`src/rtl/nff_pkg.sv`:
```
// Shared constants for the normalized FIR filter.
`default_nettype none

package nff_pkg;

  // Sample and result width.
  localparam int DATA_W = 32;

  // Tap registers: count, width and index widths.
  localparam int NUM_REGS    = 8;
  localparam int TAP_W       = 16;
  localparam int TAP_IDX_W   = 3;
  localparam int CFG_INDEX_W = 4;

  // Product of one sample and one tap.
  localparam int PROD_W = DATA_W + TAP_W;

  // Default window length.
  localparam int TAPS_DEFAULT = 8;

  // Reset value of tap_0 (1.0 in Q2.14); the other taps reset to zero.
  localparam logic signed [TAP_W-1:0] TAP0_RESET = 16'sd16384;

endpackage

`default_nettype wire

```
`src/rtl/nff_hist_mem.sv`:
```
// Sample history memory: one write port, one read port with registered data.
`default_nettype none

module nff_hist_mem #(
  parameter int DEPTH  = nff_pkg::TAPS_DEFAULT,
  parameter int ADDR_W = $clog2(DEPTH)
) (
  input  wire logic                      clk,
  input  wire logic                      we,
  input  wire logic [ADDR_W-1:0]         waddr,
  input  wire logic [nff_pkg::DATA_W-1:0] wdata,
  input  wire logic                      re,
  input  wire logic [ADDR_W-1:0]         raddr,
  output      logic [nff_pkg::DATA_W-1:0] rdata
);

  logic [nff_pkg::DATA_W-1:0] mem [DEPTH];

  always_ff @(posedge clk) begin
    if (we) begin
      mem[waddr] <= wdata;
    end
  end

  always_ff @(posedge clk) begin
    if (re) begin
      rdata <= mem[raddr];
    end
  end

endmodule

`default_nettype wire

```
`src/rtl/nff_divider.sv`:
```
// Serial signed divider, one quotient bit per cycle, with saturation to 32 bits.
`default_nettype none

module nff_divider #(
  parameter int NUM_W = nff_pkg::PROD_W + $clog2(nff_pkg::TAPS_DEFAULT),
  parameter int DEN_W = nff_pkg::TAP_W + $clog2(nff_pkg::TAPS_DEFAULT)
) (
  input  wire logic                              clk,
  input  wire logic                              rst,
  input  wire logic                              start,
  input  wire logic signed [NUM_W-1:0]           num,
  input  wire logic signed [DEN_W-1:0]           den,
  output      logic                              done,
  output      logic signed [nff_pkg::DATA_W-1:0] quot
);

  localparam int CNT_W = $clog2(NUM_W);
  localparam logic [NUM_W-1:0] POS_LIM = NUM_W'(32'h7FFF_FFFF);
  localparam logic [NUM_W-1:0] NEG_LIM = NUM_W'(33'h0_8000_0000);

  logic             run;
  logic [CNT_W-1:0] cnt;
  logic [NUM_W-1:0] q;
  logic [DEN_W-1:0] rem;
  logic [DEN_W-1:0] d;
  logic             neg;

  logic [DEN_W:0]   rem_sh;
  logic [DEN_W:0]   diff;
  logic [NUM_W-1:0] num_mag;
  logic [DEN_W-1:0] den_mag;

  assign num_mag = num[NUM_W-1] ? (~num + 1'b1) : num;
  assign den_mag = den[DEN_W-1] ? (~den + 1'b1) : den;
  assign rem_sh  = {rem, q[NUM_W-1]};
  assign diff    = rem_sh - {1'b0, d};

  always_ff @(posedge clk) begin
    if (rst) begin
      run  <= 1'b0;
      done <= 1'b0;
      cnt  <= '0;
    end else begin
      done <= 1'b0;
      if (start) begin
        run <= 1'b1;
        cnt <= '0;
      end else if (run) begin
        cnt <= cnt + 1'b1;
        if (cnt == CNT_W'(NUM_W - 1)) begin
          run  <= 1'b0;
          done <= 1'b1;
        end
      end
    end
  end

  // Restoring division: the dividend shifts out of q while quotient bits shift in.
  always_ff @(posedge clk) begin
    if (start) begin
      q   <= num_mag;
      rem <= '0;
      d   <= den_mag;
      neg <= num[NUM_W-1] ^ den[DEN_W-1];
    end else if (run) begin
      if (!diff[DEN_W]) begin
        rem <= diff[DEN_W-1:0];
        q   <= {q[NUM_W-2:0], 1'b1};
      end else begin
        rem <= rem_sh[DEN_W-1:0];
        q   <= {q[NUM_W-2:0], 1'b0};
      end
    end
  end

  always_comb begin
    if (neg) begin
      if (q > NEG_LIM) begin
        quot = 32'sh8000_0000;
      end else begin
        quot = $signed(~q[nff_pkg::DATA_W-1:0] + 32'd1);
      end
    end else begin
      if (q > POS_LIM) begin
        quot = 32'sh7FFF_FFFF;
      end else begin
        quot = $signed(q[nff_pkg::DATA_W-1:0]);
      end
    end
  end

endmodule

`default_nettype wire

```
`src/rtl/normalized_fir_filter.sv`:
```
// Top level of the normalized FIR filter: tap registers, MAC sequencer and output register.
//
// Usage: samples enter on in_valid/in_stall/sample, one result leaves per sample on
// out_valid/out_stall with filtered, warming_up and zero_tap_sum. A transfer happens
// at a rising edge where valid is high and stall is low.
// Taps must be written through cfg_write/cfg_index/cfg_data while the block is idle;
// the block itself does not enforce this. Indexes past tap_7 are ignored, and only the
// first TAPS taps weight samples. One sample is in work at a time; in_stall stays high
// until its result has moved into the output register, so the next sample can be taken
// while that result waits. The first TAPS samples and any sample seen while the taps
// sum to zero pass through: each waits in ST_DONE until the output register is free.
// A filtered sample reads the history memory once per tap (one read port), runs the
// products through a multiply-accumulate pipeline, then a serial divider that makes
// one quotient bit per cycle. The accumulator is ACC_W = 48 + clog2(TAPS) bits wide.
// While out_stall holds, the result stays in the output register and the block can
// finish one more sample behind it before it stalls its input.
// Reset empties the history window, drops out_valid and restores the tap defaults.
// The history memory needs no clearing: every entry is written during warm-up.
`default_nettype none

module normalized_fir_filter #(
  parameter int TAPS = nff_pkg::TAPS_DEFAULT
) (
  input  wire logic                                 clk,
  input  wire logic                                 rst,
  input  wire logic                                 in_valid,
  output      logic                                 in_stall,
  input  wire logic signed [nff_pkg::DATA_W-1:0]    sample,
  output      logic                                 out_valid,
  input  wire logic                                 out_stall,
  output      logic signed [nff_pkg::DATA_W-1:0]    filtered,
  output      logic                                 warming_up,
  output      logic                                 zero_tap_sum,
  input  wire logic                                 cfg_write,
  input  wire logic [nff_pkg::CFG_INDEX_W-1:0]      cfg_index,
  input  wire logic [nff_pkg::TAP_W-1:0]            cfg_data
);

  localparam int ADDR_W = $clog2(TAPS);
  localparam int CNT_W  = $clog2(TAPS + 1);
  localparam int W_W    = nff_pkg::TAP_W + $clog2(TAPS);
  localparam int ACC_W  = nff_pkg::PROD_W + $clog2(TAPS);

  typedef enum logic [3:0] {
    ST_IDLE = 4'b0001,
    ST_MAC  = 4'b0010,
    ST_DIV  = 4'b0100,
    ST_DONE = 4'b1000
  } state_t;

  state_t state;

  logic signed [nff_pkg::TAP_W-1:0] taps [nff_pkg::NUM_REGS];
  logic signed [W_W-1:0]            tap_sum;
  logic signed [W_W-1:0]            weight_total;

  logic [ADDR_W-1:0] write_slot;
  logic [CNT_W-1:0]  fill_count;

  logic                               accept;
  logic                               ren;
  logic [ADDR_W-1:0]                  rd_pos;
  logic [CNT_W-1:0]                   issue_cnt;
  logic [CNT_W-1:0]                   mac_cnt;
  logic                               rd_v;
  logic [nff_pkg::TAP_IDX_W-1:0]      rd_k;
  logic [nff_pkg::DATA_W-1:0]         rdata;
  logic                               prod_v;
  logic signed [nff_pkg::PROD_W-1:0]  prod;
  logic signed [ACC_W-1:0]            acc;

  logic                               div_start;
  logic                               div_done;
  logic signed [nff_pkg::DATA_W-1:0]  div_quot;

  logic signed [nff_pkg::DATA_W-1:0]  res_val;
  logic                               res_warm;
  logic                               res_zero;
  logic                               out_load;

  // Tap registers and their running sum.
  always_ff @(posedge clk) begin
    if (rst) begin
      for (int k = 0; k < nff_pkg::NUM_REGS; k++) begin
        taps[k] <= '0;
      end
      taps[0] <= nff_pkg::TAP0_RESET;
    end else if (cfg_write && (cfg_index < nff_pkg::CFG_INDEX_W'(nff_pkg::NUM_REGS))) begin
      taps[cfg_index[nff_pkg::TAP_IDX_W-1:0]] <= $signed(cfg_data);
    end
  end

  always_comb begin
    tap_sum = '0;
    for (int k = 0; k < TAPS; k++) begin
      tap_sum = tap_sum + W_W'(taps[k]);
    end
  end

  // The sum follows a tap write at once, so a sample right behind the write sees it.
  assign weight_total = tap_sum;

  assign in_stall  = rst || (state != ST_IDLE);
  assign accept    = in_valid && !in_stall;
  assign ren       = (state == ST_MAC) && (issue_cnt < CNT_W'(TAPS));
  assign div_start = (state == ST_MAC) && (mac_cnt == CNT_W'(TAPS));
  assign out_load  = (state == ST_DONE) && (!out_valid || !out_stall);

  nff_hist_mem #(
    .DEPTH (TAPS),
    .ADDR_W(ADDR_W)
  ) u_hist (
    .clk  (clk),
    .we   (accept),
    .waddr(write_slot),
    .wdata(sample),
    .re   (ren),
    .raddr(rd_pos),
    .rdata(rdata)
  );

  nff_divider #(
    .NUM_W(ACC_W),
    .DEN_W(W_W)
  ) u_div (
    .clk  (clk),
    .rst  (rst),
    .start(div_start),
    .num  (acc),
    .den  (weight_total),
    .done (div_done),
    .quot (div_quot)
  );

  // Sequencer and window bookkeeping.
  always_ff @(posedge clk) begin
    if (rst) begin
      state      <= ST_IDLE;
      write_slot <= '0;
      fill_count <= '0;
      issue_cnt  <= '0;
      mac_cnt    <= '0;
      rd_v       <= 1'b0;
      prod_v     <= 1'b0;
    end else begin
      rd_v   <= ren;
      prod_v <= rd_v;
      case (state)
        ST_IDLE: begin
          if (accept) begin
            write_slot <= (write_slot == ADDR_W'(TAPS - 1)) ? '0 : write_slot + 1'b1;
            issue_cnt  <= '0;
            mac_cnt    <= '0;
            if (fill_count < CNT_W'(TAPS)) begin
              fill_count <= fill_count + 1'b1;
              state      <= ST_DONE;
            end else if (weight_total == '0) begin
              state <= ST_DONE;
            end else begin
              state <= ST_MAC;
            end
          end
        end
        ST_MAC: begin
          if (ren) begin
            issue_cnt <= issue_cnt + 1'b1;
          end
          if (prod_v) begin
            mac_cnt <= mac_cnt + 1'b1;
          end
          if (div_start) begin
            state <= ST_DIV;
          end
        end
        ST_DIV: begin
          if (div_done) begin
            state <= ST_DONE;
          end
        end
        ST_DONE: begin
          if (out_load) begin
            state <= ST_IDLE;
          end
        end
        default: begin
          state <= ST_IDLE;
        end
      endcase
    end
  end

  // Datapath: read positions walk backward from the newest sample.
  always_ff @(posedge clk) begin
    if (accept) begin
      rd_pos   <= write_slot;
      acc      <= '0;
      res_val  <= sample;
      res_warm <= (fill_count < CNT_W'(TAPS));
      res_zero <= (fill_count >= CNT_W'(TAPS)) && (weight_total == '0);
    end else begin
      if (ren) begin
        rd_pos <= (rd_pos == '0) ? ADDR_W'(TAPS - 1) : rd_pos - 1'b1;
      end
      if (prod_v) begin
        acc <= acc + ACC_W'(prod);
      end
      if (div_done) begin
        res_val <= div_quot;
      end
    end
    if (ren) begin
      rd_k <= nff_pkg::TAP_IDX_W'(issue_cnt);
    end
    if (rd_v) begin
      prod <= nff_pkg::PROD_W'($signed(rdata)) * nff_pkg::PROD_W'(taps[rd_k]);
    end
  end

  // Output register.
  always_ff @(posedge clk) begin
    if (rst) begin
      out_valid <= 1'b0;
    end else if (out_load) begin
      out_valid <= 1'b1;
    end else if (!out_stall) begin
      out_valid <= 1'b0;
    end
  end

  always_ff @(posedge clk) begin
    if (out_load) begin
      filtered     <= res_val;
      warming_up   <= res_warm;
      zero_tap_sum <= res_zero;
    end
  end

  a_flags_exclusive: assert property (@(posedge clk) disable iff (rst)
    out_valid |-> !(warming_up && zero_tap_sum))
    else $error("warm-up and zero tap sum flagged together");

  a_stall_after_accept: assert property (@(posedge clk) disable iff (rst)
    accept |=> in_stall)
    else $error("input taken again before the result was produced");

  a_div_nonzero: assert property (@(posedge clk) disable iff (rst)
    div_start |-> (weight_total != '0))
    else $error("division started with a zero tap sum");

  a_mac_order: assert property (@(posedge clk) disable iff (rst)
    (mac_cnt <= issue_cnt) && (issue_cnt <= CNT_W'(TAPS)))
    else $error("accumulate count ran ahead of memory reads");

endmodule

`default_nettype wire
```
`config.mk`:
```
export PLATFORM = sky130hd
export DESIGN_NAME = normalized_fir_filter
export DESIGN_NICKNAME = d
export VERILOG_FILES = /design/src/rtl/nff_pkg.sv /design/src/rtl/nff_hist_mem.sv /design/src/rtl/nff_divider.sv /design/src/rtl/normalized_fir_filter.sv
export SDC_FILE = /design/constraint.sdc
export NUM_CORES = 2
export LEC_CHECK = 0
export BUFFER_PORTS_ARGS = -buffer_cell sky130_fd_sc_hd__buf_2
export CAP_MARGIN = 40
export CORE_MARGIN = 2
export CORE_UTILIZATION = 40
export DETAILED_ROUTE_END_ITERATION = 8
export PLACE_DENSITY = 0.65
export SLEW_MARGIN = 10
export SYNTH_ARGS = -nofsm -noshare
export SYNTH_HDL_FRONTEND = slang
export SYNTH_SLANG_ARGS = --single-unit
```
`constraint.sdc`:
```
create_clock -name clk -period 16.3 [get_ports clk]
set_input_delay 0.815 -clock clk [delete_from_list [all_inputs] [get_ports clk]]
set_output_delay 0.815 -clock clk [all_outputs]
set_load 0.02 [all_outputs]
```
# Yosys cells after proc, flatten, opt, wreduce, memory -nomap -nowiden
# Memory sizes are Yosys's and may differ from the RTL's. A register that Yosys moved wholly into a read port is not among the register bits.
# Index checks and enable logic that the tools add are counted.
# classes
addsub,18
multipliers,1
n_div,0
n_lt_le_gt_ge,6
n_eq_ne,15
shift,0
muxes,45
bitwise_logic,6
reduce_logical,25
# ops
op,count
32-bit 2-to-1 mux,5
51-bit 2-to-1 mux,3
19-bit by 16-bit adder with 19-bit output,4
51-bit by 1-bit adder with 51-bit output (second input constant),1
51-bit by 48-bit adder with 51-bit output,1
51-bit by 31-bit > comparator with 1-bit output (second input constant),1
51-bit by 32-bit > comparator with 1-bit output (second input constant),1
51-bit NOT,1
32-bit by 16-bit multiplier with 48-bit output,1
4-bit 2-to-1 mux,9
32-bit by 1-bit adder with 32-bit output (second input constant),1
16-bit 2-to-1 mux,2
32-bit NOT,1
20-bit by 19-bit subtractor with 20-bit output,1
18-bit by 16-bit adder with 19-bit output,1
19-bit by 1-bit adder with 19-bit output (second input constant),1
19-bit zero test,1
19-bit 2-to-1 mux,1
19-bit NOT,1
17-bit by 16-bit adder with 18-bit output,1
18-bit 2-to-1 mux,1
3-bit 2-to-1 mux,6
16-bit by 16-bit adder with 17-bit output,1
4-bit case mux with 2 select lines,2
31 further kinds,68
# word_totals
register_bits,293
latchBits,0
mem_bits_rw,384
rom_bits,0
mem_count,2
# mem_list
memory,depth,width,rd,rd_ports_with_merged_regs,write_ports,line_no,rtl
u_hist.mem,8,32,1,1,1,nff_hist_mem.sv:17,logic [nff_pkg::DATA_W-1:0] mem [DEPTH];
taps,8,16,9,1,8,normalized_fir_filter.sv:53,logic signed [nff_pkg::TAP_W-1:0] taps [nff_pkg::NUM_REGS];

# Longest topological paths before layout
# An unclocked memory read counts as a cell.
# logic_depth
depth_word,13
depth_mapped,31
mapped_depth_nobuf,27

# Cells and area by module
# Synthesis repeated with hierarchy kept, for this count alone.
# unflattened
cells_unflattened,4916
area_unflattened_um2,54731.2
# modules_own_cells
module,instances,cells_per_inst,area_each_um2,seq_area_each_um2
normalized_fir_filter,1,3605,36462.5,9028.7
nff_hist_mem,1,415,10786.6,8648.3
nff_divider,1,896,7482.2,2672.6

# Least setup slack after synthesis
# Ideal clock, no wire load.
# synth_timing
kind,reg2reg
from,reg with a tool-made name
to,"reg prod[40] in the netlist's numbering, data pin"
setup_ps,263
arrival_time_ps,8131
path_slack_ps,7906
stages_incl_launch_ff,30
cell_sequence,dfxtp_1 -> clkbuf_1 -> clkbuf_1 -> clkbuf_1 -> mux4_2 -> mux2i_1 -> clkbuf_1 -> nor2b_1 -> fa_1 -> inv_1 -> fa_1 -> fa_1 -> fa_1 -> inv_1 -> fa_1 -> inv_1 -> fa_1 -> inv_1 -> ha_1 -> a21o_1 -> a21o_1 -> a21o_1 -> a31o_2 -> a211oi_1 -> o31ai_1 -> a31o_2 -> a21o_1 -> a221o_1 -> a21oi_1 -> xnor2_1
# synth_rtl
element,line_no,rtl
to (signal assigned),normalized_fir_filter.sv:215,prod <= nff_pkg::PROD_W'($signed(rdata)) * nff_pkg::PROD_W'(taps[rd_k]);
to (decl),normalized_fir_filter.sv:69,logic signed [nff_pkg::PROD_W-1:0] prod;

==> impl_table.tex <==
\begin{tabular}{lr}
\hline
Metric & Value \\
\hline
\multicolumn{2}{l}{\textbf{Critical path}} \\
\quad Critical path's most frequent cell & sky130\_fd\_sc\_hd\_\_fa\_1 \\
\quad Total buffers and inverters traversed by the critical path & 5 \\
\quad Worst setup path class & reg -> reg \\
\quad Worst reg2reg path endpoint & prod[47]\$\_DFFE\_PP\_ \\
\quad Master of the slowest instance on the critical path & sky130\_fd\_sc\_hd\_\_mux4\_2 \\
\quad Critical-path maximum fanout & 32 \\
\quad Register-to-Register Setup Slack & 7250 ps \\
\quad Arrival time worst endpoint & 9430 ps \\
\quad Logic depth of the worst register-to-register path & 26 \\
\quad CP Capture Type & flop \\
\quad Crit path max-delay family & adder cells \\
\quad Crit path launch type & flop \\
\quad Required time of the worst setup path & 16,680 ps \\
\quad Largest stage delay, worst path & 570 ps \\
\multicolumn{2}{l}{\textbf{Drt}} \\
\quad Final Routed Wirelength & 133,000 um \\
\quad Average wire per cell in the routed design & 19.9 um \\
\quad Antenna Violating Nets Remaining & 0 \\
\quad DRC violation count after routing & 0 \\
\quad Total vias in the final route & 35.3k \\
\quad Initial DRC Count & 2,748 \\
\quad First-pass detailed-route iteration total & 5 \\
\quad Ratio of routed vias to standard cells & 5.29 \\
\multicolumn{2}{l}{\textbf{Status}} \\
\quad Run status & completed \\
\multicolumn{2}{l}{\textbf{Layout}} \\
\quad Number of nets in the layout & 5,712 \\
\quad Share of post-route cells with drive strength above 1 & 0.0982 \\
\quad Most frequent cells in the layout & sky130\_fd\_sc\_hd\_\_inv\_1, sky130\_fd\_sc\_hd\_\_edfxtp\_1, sky130\_fd\_sc\_hd\_\_fa\_1, sky130\_fd\_sc\_hd\_\_nand2\_1, sky130\_fd\_sc\_hd\_\_ha\_1 \\
\quad Filler Cell Count & 12.2k \\
\quad Syn-to-layout area delta & 9.79\% \\
\quad Combined area of the multi-input logic cells & 30,200 sq um \\
\quad Most common cell after layout, fill and taps aside & sky130\_fd\_sc\_hd\_\_inv\_1 \\
\quad Area of all placed cells without fillers & 59,300 sq um \\
\quad Total area of sequential cells & 20,400 sq um \\
\multicolumn{2}{l}{\textbf{Placement}} \\
\quad Placed cell area & 56,700 sq um \\
\quad Half-perimeter wire length of the detailed placement result & 95,100 um \\
\quad Routability congestion estimate from global placement & 0.894 \\
\quad Worst-case setup slack after placement & 7250 ps \\
\quad Port Buffer Count & 92 \\
\multicolumn{2}{l}{\textbf{Synthesis}} \\
\quad Number of synthesized flops with an enable pin & 609 \\
\quad Number of warnings reported in the yosys synthesis log & 0 \\
\quad Largest cells by area after synthesis & sky130\_fd\_sc\_hd\_\_edfxtp\_1, sky130\_fd\_sc\_hd\_\_fa\_1, sky130\_fd\_sc\_hd\_\_inv\_1, sky130\_fd\_sc\_hd\_\_ha\_1, sky130\_fd\_sc\_hd\_\_mux4\_2 \\
\quad Cell taking the most area after synthesis & sky130\_fd\_sc\_hd\_\_edfxtp\_1 \\
\quad Sequential element share of the synthesized area & 0.377 \\
\quad Main synth FF type & sky130\_fd\_sc\_hd\_\_edfxtp\_1 \\
\quad Flop and latch count out of synthesis & 712 \\
\quad Number of nets produced by synthesis & 5,680 \\
\quad Avg Synthesized Cell Area & 11.2 sq um \\
\quad Post-Syn Instances & 4,819 \\
\quad Cell variety after synth & 82 \\
\quad Share of the synthesized area in the top cell type & 0.339 \\
\quad Async SR Flop Fraction & 0 \\
\quad Post-Syn Area & 54,000 sq um \\
\multicolumn{2}{l}{\textbf{Clock tree}} \\
\quad Deepest clock path buffer count & 3 \\
\quad Clk sinks & 712 \\
\quad CTS H-tree depth & 3 \\
\quad Clock tree from TritonCTS & yes \\
\quad Hold bufs inserted after CTS & 0 \\
\quad Clock transition at the register clock pins on the worst setup and hold paths after CTS & 70 ps \\
\quad Clk root buf & sky130\_fd\_sc\_hd\_\_clkbuf\_16 \\
\quad Post-cts gate resize count & 0 \\
\quad Number of buffers created by CTS & 75 \\
\quad Clock insertion delay at the later pin of the skew report & 650 ps \\
\quad Post-CTS setup buffers & 0 \\
\multicolumn{2}{l}{\textbf{Global route}} \\
\quad Vias in the first global route & 36.1k \\
\quad Global-route usage over all layers & 0.197 \\
\quad Leftover overflow at the end of global routing & 0 \\
\quad Antenna violations before repair & 9 \\
\quad Pin count of the biggest net entering global routing & 104 \\
\quad Global-route wire length before repair & 211,000 um \\
\multicolumn{2}{l}{\textbf{Timing}} \\
\quad Final count of pins violating max slew & 0 \\
\quad RSZ-0062 raised after global routing & no \\
\quad Count of final setup violators & 0 \\
\quad Upper clock frequency limit & 111 MHz \\
\quad Relative slew margins & 0.371 \\
\quad Final clock skew & 31.0 ps \\
\quad Share of the clock period used by the worst path & 0.555 \\
\quad Final hold slack & 409 ps \\
\quad Final setup slack of the worst path & 7250 ps \\
\quad Final Hold Fails & 0 \\
\quad Slew at the pin closest to its max-slew limit & 944 ps \\
\quad Final Critical Period & 9050 ps \\
\quad Setup TNS & 0 ps \\
\multicolumn{2}{l}{\textbf{Pwr}} \\
\quad Maximum ir drop on the vdd rail & 0.000207 V \\
\quad Leak Pwr & 24.6 nW \\
\quad Power per cell area & 176 nW/um\^{}2 \\
\quad Total design power & 0.0104 W \\
\multicolumn{2}{l}{\textbf{Worst hold path}} \\
\quad Class of the worst hold path & reg -> reg \\
\quad Hold EP & filtered[15]\$\_DFFE\_PP\_ \\
\quad Hold Startpoint & res\_val[15]\$\_DFFE\_PP\_ \\
\quad Instance count along the most critical hold path & 0 \\
\multicolumn{2}{l}{\textbf{Floorplanning}} \\
\quad Y dimension of the die & 371 um \\
\quad Chip width & 371 um \\
\quad Starting utilization of the core area & 0.404 \\
\quad Total I/O pin count & 93 \\
\quad Core Rows & 134 \\
\quad Core region area & 134,000 sq um \\
\quad Die area & 138,000 sq um \\
\multicolumn{2}{l}{\textbf{Flow run}} \\
\quad Max-capacitance violation count & 0 \\
\hline
\end{tabular}
## stage by stage
stage,std cells,utilization
2_1_floorplan,4819,-
3_3_place_gp,6529,0.422
3_5_place_dp,6542,0.424
4_1_cts,6677,0.443
5_1_grt,6680,0.444
6_report,6680,0.444
## layout make-up
cell class | instances | area share
antenna | 3 | 0.000127
clock buffer | 96 | 0.0360
clock inverter | 39 | 0.00800
inverter | 747 | 0.0473
multi-input combinational | 3162 | 0.510
sequential | 712 | 0.343
tap | 1768 | 0.0373
timing repair buffer | 153 | 0.0178
## cells by family (layout without fill, tap and decap cells)
logic type	count (synthesis)	count (layout)	synth area share
XOR/XNOR	205	205	0.0333
flip-flops	712	712	0.377
other	0	3	0
adder cells (fa/ha/maj)	804	804	0.268
multiplexers	196	196	0.0596
buffers and inverters	945	1035	0.0661
AO/OA/AOI/OAI	617	617	0.0712
AND/OR/NAND/NOR	1340	1340	0.125
## metal layers
layer  vias up  GRT usage  share of wire
li1      16088          -              -
met1     17879      0.288           0.46
met2      1176      0.306           0.45
met3       170     0.0298          0.070
met4        10     0.0539          0.025
met5         -          0        0.00052
## how the worst max path moves through the flow
stage / from / to / cells past startpoint
floorplan: flop / prod[40]$_DFFE_PP_ / 29
global placement: flop / prod[47]$_DFFE_PP_ / 26
detailed placement: flop / prod[47]$_DFFE_PP_ / 26
CTS: flop / prod[47]$_DFFE_PP_ / 26
global route: flop / prod[47]$_DFFE_PP_ / 26
finish: flop / prod[47]$_DFFE_PP_ / 26
## cell usage after synthesis, types with 20 or more instances
library cell               instances
sky130_fd_sc_hd__fa_1            587
sky130_fd_sc_hd__nor2b_1         155
sky130_fd_sc_hd__nand2b_1         52
sky130_fd_sc_hd__o31ai_1          30
sky130_fd_sc_hd__xor2_1          100
sky130_fd_sc_hd__nor3_1           74
sky130_fd_sc_hd__mux2i_1          58
sky130_fd_sc_hd__a31oi_1          28
sky130_fd_sc_hd__or3_1            26
sky130_fd_sc_hd__nand4_1          25
sky130_fd_sc_hd__nor2_1          216
sky130_fd_sc_hd__a21o_1           77
sky130_fd_sc_hd__ha_1            217
sky130_fd_sc_hd__nand3b_1         28
sky130_fd_sc_hd__nand2_1         435
sky130_fd_sc_hd__a21oi_1         162
sky130_fd_sc_hd__or2_2            22
sky130_fd_sc_hd__xnor2_1         105
sky130_fd_sc_hd__o21a_1           20
sky130_fd_sc_hd__dfxtp_1         103
sky130_fd_sc_hd__nand3_1          34
sky130_fd_sc_hd__edfxtp_1        609
sky130_fd_sc_hd__o21ai_0         179
sky130_fd_sc_hd__clkbuf_1        177
sky130_fd_sc_hd__mux2_2           42
sky130_fd_sc_hd__mux4_2           96
sky130_fd_sc_hd__and2_1          205
sky130_fd_sc_hd__inv_1           746
## report_power, final
group | leakage (nW) | internal, W | switching, W
clock network | 1.25 | 0.00105 | 0.000749
logic | 17.0 | 0.00253 | 0.00373
registers | 6.39 | 0.00236 | 0.0000287
total | 24.6 | 0.00593 | 0.00450
## registers in the layout, summed over array words and instances (netlist names), 4 cells and up, named ones only
name          flops
acc              51
fill_count        4
filtered         32
issue_cnt         4
mac_cnt           4
prod             48
res_val          32
state             4
taps            128
u_div.cnt         6
u_div.d          19
u_div.q          51
u_div.rem        19
u_hist.mem      256
u_hist.rdata     32
(Power assumes the default switching activity.)
